===== src/rtl/bounded_deque_engine_assert.svh =====
// Assertion macros for the deque engine.
`ifndef BOUNDED_DEQUE_ENGINE_ASSERT_SVH
`define BOUNDED_DEQUE_ENGINE_ASSERT_SVH

// Same-cycle implication.
`define BDE_ASSERT_NOW(label, clk, rst, ante, cons) \
   label: assert property (@(posedge clk) disable iff (rst) (ante) |-> (cons)) \
      else $error("bounded_deque_engine: same-cycle check failed");

// Next-cycle implication.
`define BDE_ASSERT_NEXT(label, clk, rst, ante, cons) \
   label: assert property (@(posedge clk) disable iff (rst) (ante) |=> (cons)) \
      else $error("bounded_deque_engine: next-cycle check failed");

`endif


===== src/rtl/bde_pkg.sv =====
`timescale 1ns / 1ps

package bde_pkg;

   localparam int DEPTH  = 64;
   localparam int IDX_W  = (DEPTH > 1) ? $clog2(DEPTH) : 1;
   localparam int CNT_W  = $clog2(DEPTH + 1);
   localparam int SUM_W  = IDX_W + 1;
   localparam int FUNC_W = 3;
   localparam int WORD_W = 32;
   localparam int STAT_W = 2;

   typedef logic [IDX_W-1:0]         idx_type;
   typedef logic [CNT_W-1:0]         cnt_type;
   typedef logic [FUNC_W-1:0]        func_type;
   typedef logic signed [WORD_W-1:0] word_type;
   typedef logic [STAT_W-1:0]        stat_type;

   localparam func_type FN_PUSH_FRONT = 3'd0;
   localparam func_type FN_PUSH_BACK  = 3'd1;
   localparam func_type FN_POP_FRONT  = 3'd2;
   localparam func_type FN_POP_BACK   = 3'd3;
   localparam func_type FN_DUMP       = 3'd4;

   localparam stat_type STAT_OK    = 2'd0;
   localparam stat_type STAT_FULL  = 2'd1;
   localparam stat_type STAT_EMPTY = 2'd2;

   typedef struct packed {
      logic     wr_en;
      idx_type  wr_addr;
      word_type wr_data;
      logic     rd_en;
      idx_type  rd_addr;
   } mem_req_type;

   function automatic idx_type idx_inc(input idx_type i);
      idx_inc = (i == IDX_W'(DEPTH - 1)) ? '0 : i + IDX_W'(1);
   endfunction

   function automatic idx_type idx_dec(input idx_type i);
      idx_dec = (i == '0) ? IDX_W'(DEPTH - 1) : i - IDX_W'(1);
   endfunction

   function automatic idx_type idx_add(input idx_type i, input cnt_type c);
      logic [SUM_W-1:0] s;
      s = SUM_W'(i) + SUM_W'(c);
      if (s >= SUM_W'(DEPTH)) begin
         s = s - SUM_W'(DEPTH);
      end
      idx_add = s[IDX_W-1:0];
   endfunction

endpackage


===== src/rtl/bde_mem.sv =====
`timescale 1ns / 1ps

module bde_mem
   import bde_pkg::*;
(
   input  logic        clock,
   input  mem_req_type mem_req,
   output word_type    rd_data
);

   word_type mem_ff [DEPTH];
   word_type rd_data_ff;

   always_ff @(posedge clock) begin
      if (mem_req.wr_en) begin
         mem_ff[mem_req.wr_addr] <= mem_req.wr_data;
      end
      if (mem_req.rd_en) begin
         rd_data_ff <= mem_ff[mem_req.rd_addr];
      end
   end

   assign rd_data = rd_data_ff;

endmodule


===== src/rtl/bde_ctrl.sv =====
`timescale 1ns / 1ps

module bde_ctrl
   import bde_pkg::*;
(
   input  logic        clock,
   input  logic        reset,
   input  logic        start,
   output logic        busy,
   input  func_type    req_func,
   input  word_type    req_value,
   output mem_req_type mem_req,
   input  word_type    rd_data,
   output logic        rsp_valid,
   output word_type    rsp_value_out,
   output stat_type    rsp_status,
   output logic        rsp_last
);

   localparam logic S_IDLE = 1'b0;
   localparam logic S_DUMP = 1'b1;

   logic     state_ff, state_in;
   idx_type  front_ff, front_in;
   cnt_type  count_ff, count_in;
   idx_type  idx_ff, idx_in;
   cnt_type  left_ff, left_in;
   logic     valid_ff, valid_in;
   logic     beat_ff, beat_in;
   stat_type status_ff, status_in;
   logic     last_ff, last_in;
   logic     accept;

   assign busy   = (state_ff == S_DUMP);
   assign accept = start && (state_ff == S_IDLE);

   always_comb begin
      state_in        = state_ff;
      front_in        = front_ff;
      count_in        = count_ff;
      idx_in          = idx_ff;
      left_in         = left_ff;
      valid_in        = 1'b0;
      beat_in         = 1'b0;
      status_in       = STAT_OK;
      last_in         = 1'b1;
      mem_req.wr_en   = 1'b0;
      mem_req.wr_addr = '0;
      mem_req.wr_data = req_value;
      mem_req.rd_en   = 1'b0;
      mem_req.rd_addr = idx_ff;

      if (state_ff == S_DUMP) begin
         mem_req.rd_en = 1'b1;
         valid_in      = 1'b1;
         beat_in       = 1'b1;
         last_in       = (left_ff == CNT_W'(1));
         idx_in        = idx_inc(idx_ff);
         left_in       = left_ff - CNT_W'(1);
         if (left_ff == CNT_W'(1)) begin
            state_in = S_IDLE;
         end
      end else if (accept) begin
         valid_in = 1'b1;
         case (req_func)
            FN_PUSH_FRONT: begin
               if (count_ff == CNT_W'(DEPTH)) begin
                  status_in = STAT_FULL;
               end else begin
                  front_in        = idx_dec(front_ff);
                  count_in        = count_ff + CNT_W'(1);
                  mem_req.wr_en   = 1'b1;
                  mem_req.wr_addr = idx_dec(front_ff);
               end
            end
            FN_PUSH_BACK: begin
               if (count_ff == CNT_W'(DEPTH)) begin
                  status_in = STAT_FULL;
               end else begin
                  count_in        = count_ff + CNT_W'(1);
                  mem_req.wr_en   = 1'b1;
                  mem_req.wr_addr = idx_add(front_ff, count_ff);
               end
            end
            FN_POP_FRONT: begin
               if (count_ff == '0) begin
                  status_in = STAT_EMPTY;
               end else begin
                  front_in = idx_inc(front_ff);
                  count_in = count_ff - CNT_W'(1);
               end
            end
            FN_POP_BACK: begin
               if (count_ff == '0) begin
                  status_in = STAT_EMPTY;
               end else begin
                  count_in = count_ff - CNT_W'(1);
               end
            end
            FN_DUMP: begin
               if (count_ff == '0) begin
                  status_in = STAT_EMPTY;
               end else begin
                  mem_req.rd_en   = 1'b1;
                  mem_req.rd_addr = front_ff;
                  beat_in         = 1'b1;
                  last_in         = (count_ff == CNT_W'(1));
                  idx_in          = idx_inc(front_ff);
                  left_in         = count_ff - CNT_W'(1);
                  if (count_ff != CNT_W'(1)) begin
                     state_in = S_DUMP;
                  end
               end
            end
            default: begin
               status_in = STAT_OK;
            end
         endcase
      end
   end

   always_ff @(posedge clock) begin
      if (reset) begin
         state_ff <= S_IDLE;
         front_ff <= '0;
         count_ff <= '0;
         valid_ff <= 1'b0;
         beat_ff  <= 1'b0;
      end else begin
         state_ff <= state_in;
         front_ff <= front_in;
         count_ff <= count_in;
         valid_ff <= valid_in;
         beat_ff  <= beat_in;
      end
   end

   always_ff @(posedge clock) begin
      idx_ff    <= idx_in;
      left_ff   <= left_in;
      status_ff <= status_in;
      last_ff   <= last_in;
   end

   assign rsp_valid     = valid_ff;
   assign rsp_value_out = beat_ff ? rd_data : '0;
   assign rsp_status    = status_ff;
   assign rsp_last      = last_ff;

endmodule


===== src/rtl/bounded_deque_engine.sv =====
// Push and pop: one transaction per cycle while not busy, result in the cycle
// after acceptance. Dump of N stored words: busy while words remain to read,
// one result per cycle starting in the cycle after acceptance; throughput set
// by the single memory read port. Results cannot be stalled by the receiver.
// Synchronous active-high reset empties the deque; no clearing pass.
`timescale 1ns / 1ps

`include "bounded_deque_engine_assert.svh"

module bounded_deque_engine
   import bde_pkg::*;
(
   input  logic     clock,
   input  logic     reset,
   input  logic     start,
   output logic     busy,
   input  func_type req_func,
   input  word_type req_value,
   output logic     rsp_valid,
   output word_type rsp_value_out,
   output stat_type rsp_status,
   output logic     rsp_last
);

   mem_req_type mem_req;
   word_type    rd_data;

   bde_mem u_mem (
      .clock   (clock),
      .mem_req (mem_req),
      .rd_data (rd_data)
   );

   bde_ctrl u_ctrl (
      .clock         (clock),
      .reset         (reset),
      .start         (start),
      .busy          (busy),
      .req_func      (req_func),
      .req_value     (req_value),
      .mem_req       (mem_req),
      .rd_data       (rd_data),
      .rsp_valid     (rsp_valid),
      .rsp_value_out (rsp_value_out),
      .rsp_status    (rsp_status),
      .rsp_last      (rsp_last)
   );

   `BDE_ASSERT_NEXT(a_busy_gives_beat, clock, reset, busy, rsp_valid && (rsp_status == STAT_OK))
   `BDE_ASSERT_NEXT(a_single_result, clock, reset, start && !busy && (req_func != FN_DUMP), rsp_valid && rsp_last && !busy)
   `BDE_ASSERT_NOW(a_error_is_last, clock, reset, rsp_valid && (rsp_status != STAT_OK), rsp_last && (rsp_value_out == '0))
   `BDE_ASSERT_NOW(a_status_code, clock, reset, rsp_valid, (rsp_status == STAT_OK) || (rsp_status == STAT_FULL) || (rsp_status == STAT_EMPTY))

endmodule


===== config.mk =====
export PLATFORM = sky130hd
export DESIGN_NAME = bounded_deque_engine
export DESIGN_NICKNAME = d
export VERILOG_FILES = /design/src/rtl/bde_pkg.sv /design/src/rtl/bde_mem.sv /design/src/rtl/bde_ctrl.sv /design/src/rtl/bounded_deque_engine.sv
export VERILOG_INCLUDE_DIRS = /design/src /design/src/rtl
export SDC_FILE = /design/constraint.sdc
export NUM_CORES = 2
export LEC_CHECK = 0
export ABC_CLOCK_PERIOD_IN_PS = 7200
export BUFFER_PORTS_ARGS = -buffer_cell sky130_fd_sc_hd__buf_2
export CAP_MARGIN = 20
export CELL_PAD_IN_SITES_DETAIL_PLACEMENT = 1
export CELL_PAD_IN_SITES_GLOBAL_PLACEMENT = 1
export CORE_MARGIN = 5
export CORE_UTILIZATION = 53
export CTS_CLUSTER_SIZE = 8
export DETAILED_ROUTE_END_ITERATION = 10
export PLACE_DENSITY_LB_ADDON = 0.1
export SLEW_MARGIN = 25
export SYNTH_ARGS = -nofsm -noshare
export SYNTH_HDL_FRONTEND = slang
export SYNTH_SLANG_ARGS = --single-unit

===== constraint.sdc =====
create_clock -name clock -period 7.2 [get_ports clock]
set_input_delay 0 -clock clock [delete_from_list [all_inputs] [get_ports clock]]
set_output_delay 0 -clock clock [all_outputs]
set_load 0.05 [all_outputs]

==> flow_summary_export.csv <==
group,metric,value,unit
synth,yosysSeqAreaShare,0.687,
sta,setup-violations-final,0,
setup_path,regToRegSetupSlack,1.67,ns
cts,clk_pin_slew,0.05,ns
route,postRouteAntennaNets,0,
cts,insertion_delay,0.93,ns
pwr,power.density_cell_area,267,nW/um^2
placed_design,port-buffer-count,74,
synth,synthesis.yosys.warnings,0,
sta,skew,0.0380,ns
synth,mappedNetlistArea,92000,sq um
pwr,total_switching_power,6.03,mW
global_route,grt_antenna_before_repair,22,
cts,clock_tree.root_cell,"sky130_fd_sc_hd__clkbuf_16",
global_route,grt_start_max_net_pins,194,
synth,yosys_most_used_dff,"sky130_fd_sc_hd__edfxtp_1",
sta,period_needed,5.53,ns
cts,h_tree_depth,5,
global_route,grt_pass1_vias,69283,
sta,slew_headroom,0.245,
global_route,grt_util_all_layers,0.359,
placed_design,place_worst_setup_slack,1.76,ns
setup_path,crit_path_capture_type,"register",
synth,synthesis.instances,7316,
floorplan,initial_standard_cell_utilization_of_the_core,0.531,
route,drtIter0Drc,8378,
setup_path,path_delay_family,"compound AO/OA/AOI/OAI gates",
finish,final_core_util,0.601,
pwr,power.sequential.fraction,0.491,
pwr,intPower,21.7,mW
route,firstDrtPassIters,6,
finish,final_net_count,7430,
hold_path,hp-class,"in -> reg",
sta,final_number_of_hold_violating_endpoints,0,
synth,synth_async_reset_ratio,0,
synth,synth.ff_latch_count,2112,
pwr,power,27.7,mW
route,wl,331,mm
finish,layout-drive-gt1-share,0.0916,
synth,syn_nets,7369,
cts,numCtsBuffers,314,
setup_path,timing_worst_setup_path_type,"reg -> reg",
floorplan,coreArea,173000,sq um
cts,clock_sink_count,2112,
cts,postCtsHoldBufs,44,
placed_design,placed_cells_incl_taps,9341,
run,max_cap_viol_count,0,
global_route,grt_pass1_wl,475,mm
cts,tritoncts,"done",
pwr,comb_power_share,0.045,
finish,layout.filler_cells,16527,
sta,setup_tns,0,ns
floorplan,dieArea,182000,sq um
synth,post_synth_num_cell_types,63,
synth,synth_enable_flop_cells,2093,
sta,least_margin_pin_slew,1.13,ns
sta,setup_slack,1.67,ns
sta,max_clock_freq,0.181,GHz
setup_path,critical-path-top-cell-by-count,"sky130_fd_sc_hd__buf_4",
setup_path,timing.critical_path.slowest_cell_delay,0.84,ns
setup_path,path_cells,"inv_1 -> ha_1 -> and2b_1 -> a211o_4 -> buf_12 -> buf_4 -> buf_4 -> a21oi_1 -> o21ai_0 -> o2111ai_1 -> a22oi_1 -> nand4_1",
floorplan,floorplan.rows,153,
route,post_dr_wirelength_cell,33.8,um
route,route.detailed.drc,0,
cts,post_cts_resize_count,0,
sta,min_period_over_period,0.768,
floorplan,die_width,427,um
pwr,power.ir.vdd_worst,0.252,mV
pwr,power.switching_fraction,0.217,
route,avgViaCountPerCell,6.78,
setup_path,timing.critical_path.required,7.81,ns
finish,final-instance-count-excl-fill,9780,
floorplan,die_height,427,um
synth,syn-mean-instance-area,12.6,sq um
sta,rsz0062_at_grt,"false",
cts,clock_path_buffers,4,
pwr,cellLeakagePower,34.7,nW
sta,count_of_pins_over_their_slew_limit,0,
global_route,grt_overflow_total,0,
finish,most-common-layout-cells,"sky130_fd_sc_hd__edfxtp_1, sky130_fd_sc_hd__nand2_1, sky130_fd_sc_hd__a21oi_1",
finish,layout.cells.most_common,"sky130_fd_sc_hd__edfxtp_1",
setup_path,path_max_fanout,54,
setup_path,cp.arrival,6.14,ns
outcome,outcome,"completed",
pwr,power.clock.fraction,0.464,
cts,cts_setup_buffers,0,
setup_path,startpoint_types,"register",
floorplan,boundaryPins,75,
placed_design,place_congestion,0.832,
finish,syn2layout_area_growth,13.1,%
route,detailroute.via_count,66290,
setup_path,critPathSlowestCell,"sky130_fd_sc_hd__a22oi_1",
placed_design,post-dp-hpwl,173,mm
setup_path,buffers_inverters_on_critical_path,4,
synthesized netlist by cell type (all sizes together) (88+ instances only):
master | count | area share
a31oi | 132 | 0.0090
nand2b | 391 | 0.027
a211oi | 261 | 0.021
a21oi | 786 | 0.043
o2111ai | 128 | 0.012
edfxtp | 2093 | 0.68
a221oi | 130 | 0.012
a22oi | 130 | 0.011
nand2 | 1449 | 0.059
nor2 | 88 | 0.0036
mux2i | 401 | 0.044
inv | 136 | 0.0055
o21ai | 401 | 0.022
buf | 167 | 0.011
clkbuf | 387 | 0.016
per-layer routing:
| metal | track usage | part of all wire |
|---|---|---|
| met4 | 0.168 | 0.048 |
| met3 | 0.0659 | 0.091 |
| met1 | 0.477 | 0.39 |
| met2 | 0.576 | 0.47 |
| met5 | 0 | 0.00016 |
state kept, by name (all words and copies together), names as in the netlist:
signal,flops
u_ctrl.front_ff,6
u_ctrl.rsp_valid,1
u_ctrl.rsp_status,2
u_ctrl.count_ff,7
u_ctrl.left_ff,7
u_mem.mem_ff,2048
u_ctrl.idx_ff,6
u_mem.rd_data,32
u_ctrl.beat_ff,1
u_ctrl.busy,1
u_ctrl.rsp_last,1
cells by family after synthesis:
family                   synth area share
AO/OA/AOI/OAI                       0.132
multiplexers                       0.0444
AND/OR/NAND/NOR                    0.0993
XOR/XNOR                          0.00247
flip-flops                          0.687
adder cells (fa/ha/maj)           0.00212
buffers and inverters              0.0324
metrics by stage:
stage	hold WS [ns]	cell area, sq um
2_1_floorplan	0.0691	92000
3_3_place_gp	0.333	95100
3_5_place_dp	0.326	95300
4_1_cts	0.00794	104000
5_1_grt	0.0959	104000
6_report	0.0952	104000
worst reg2reg max path, cell delays in order, from the launching register on:
cell,delay (ns)
sky130_fd_sc_hd__dfxtp_1,0.37
sky130_fd_sc_hd__inv_1,0.22
sky130_fd_sc_hd__ha_1,0.38
sky130_fd_sc_hd__and2b_1,0.35
sky130_fd_sc_hd__a211o_4,0.79
sky130_fd_sc_hd__buf_12,0.37
sky130_fd_sc_hd__buf_4,0.63
sky130_fd_sc_hd__buf_4,0.52
sky130_fd_sc_hd__a21oi_1,0.11
sky130_fd_sc_hd__o21ai_0,0.23
sky130_fd_sc_hd__o2111ai_1,0.24
sky130_fd_sc_hd__a22oi_1,0.84
sky130_fd_sc_hd__nand4_1,0.17
power groups by stage:
stage	sequential (mW)	clock [mW]	combinational (mW)
after CTS	13.6	13.0	1.23
after global placement	13.8	0	1.16
after detailed placement	13.8	0	1.20
after floorplan	13.8	0	0.628
final	13.6	12.9	1.26
after global routing	13.6	13.6	1.32
path summary, 6_finish.rpt:
check	startpoint	to	cells past startpoint
max reg2reg	u_ctrl.count_ff[1]$_SDFFE_PP0P_	u_mem.rd_data[14]$_DFFE_PP_	12
max	u_ctrl.count_ff[1]$_SDFFE_PP0P_	u_mem.rd_data[14]$_DFFE_PP_	12
min reg2reg	u_ctrl.front_ff[0]$_SDFFE_PP0P_	u_ctrl.front_ff[0]$_SDFFE_PP0P_	1
min	req_func[1]	u_ctrl.count_ff[6]$_SDFFE_PP0P_	5
layout make-up:
type | instances | area [sq um] | share of cell area
inverters | 136 | 518 | 0.00498
clock inverters | 6 | 52.6 | 0.000505
repair buffers | 299 | 2650 | 0.0255
multi-input cells | 4514 | 26500 | 0.254
diodes | 41 | 103 | 0.000986
clock buffers | 347 | 8130 | 0.0781
well taps | 2325 | 2910 | 0.0280
flip-flops and latches | 2112 | 63200 | 0.608
No activity file was read; power rests on OpenSTA's default activity.
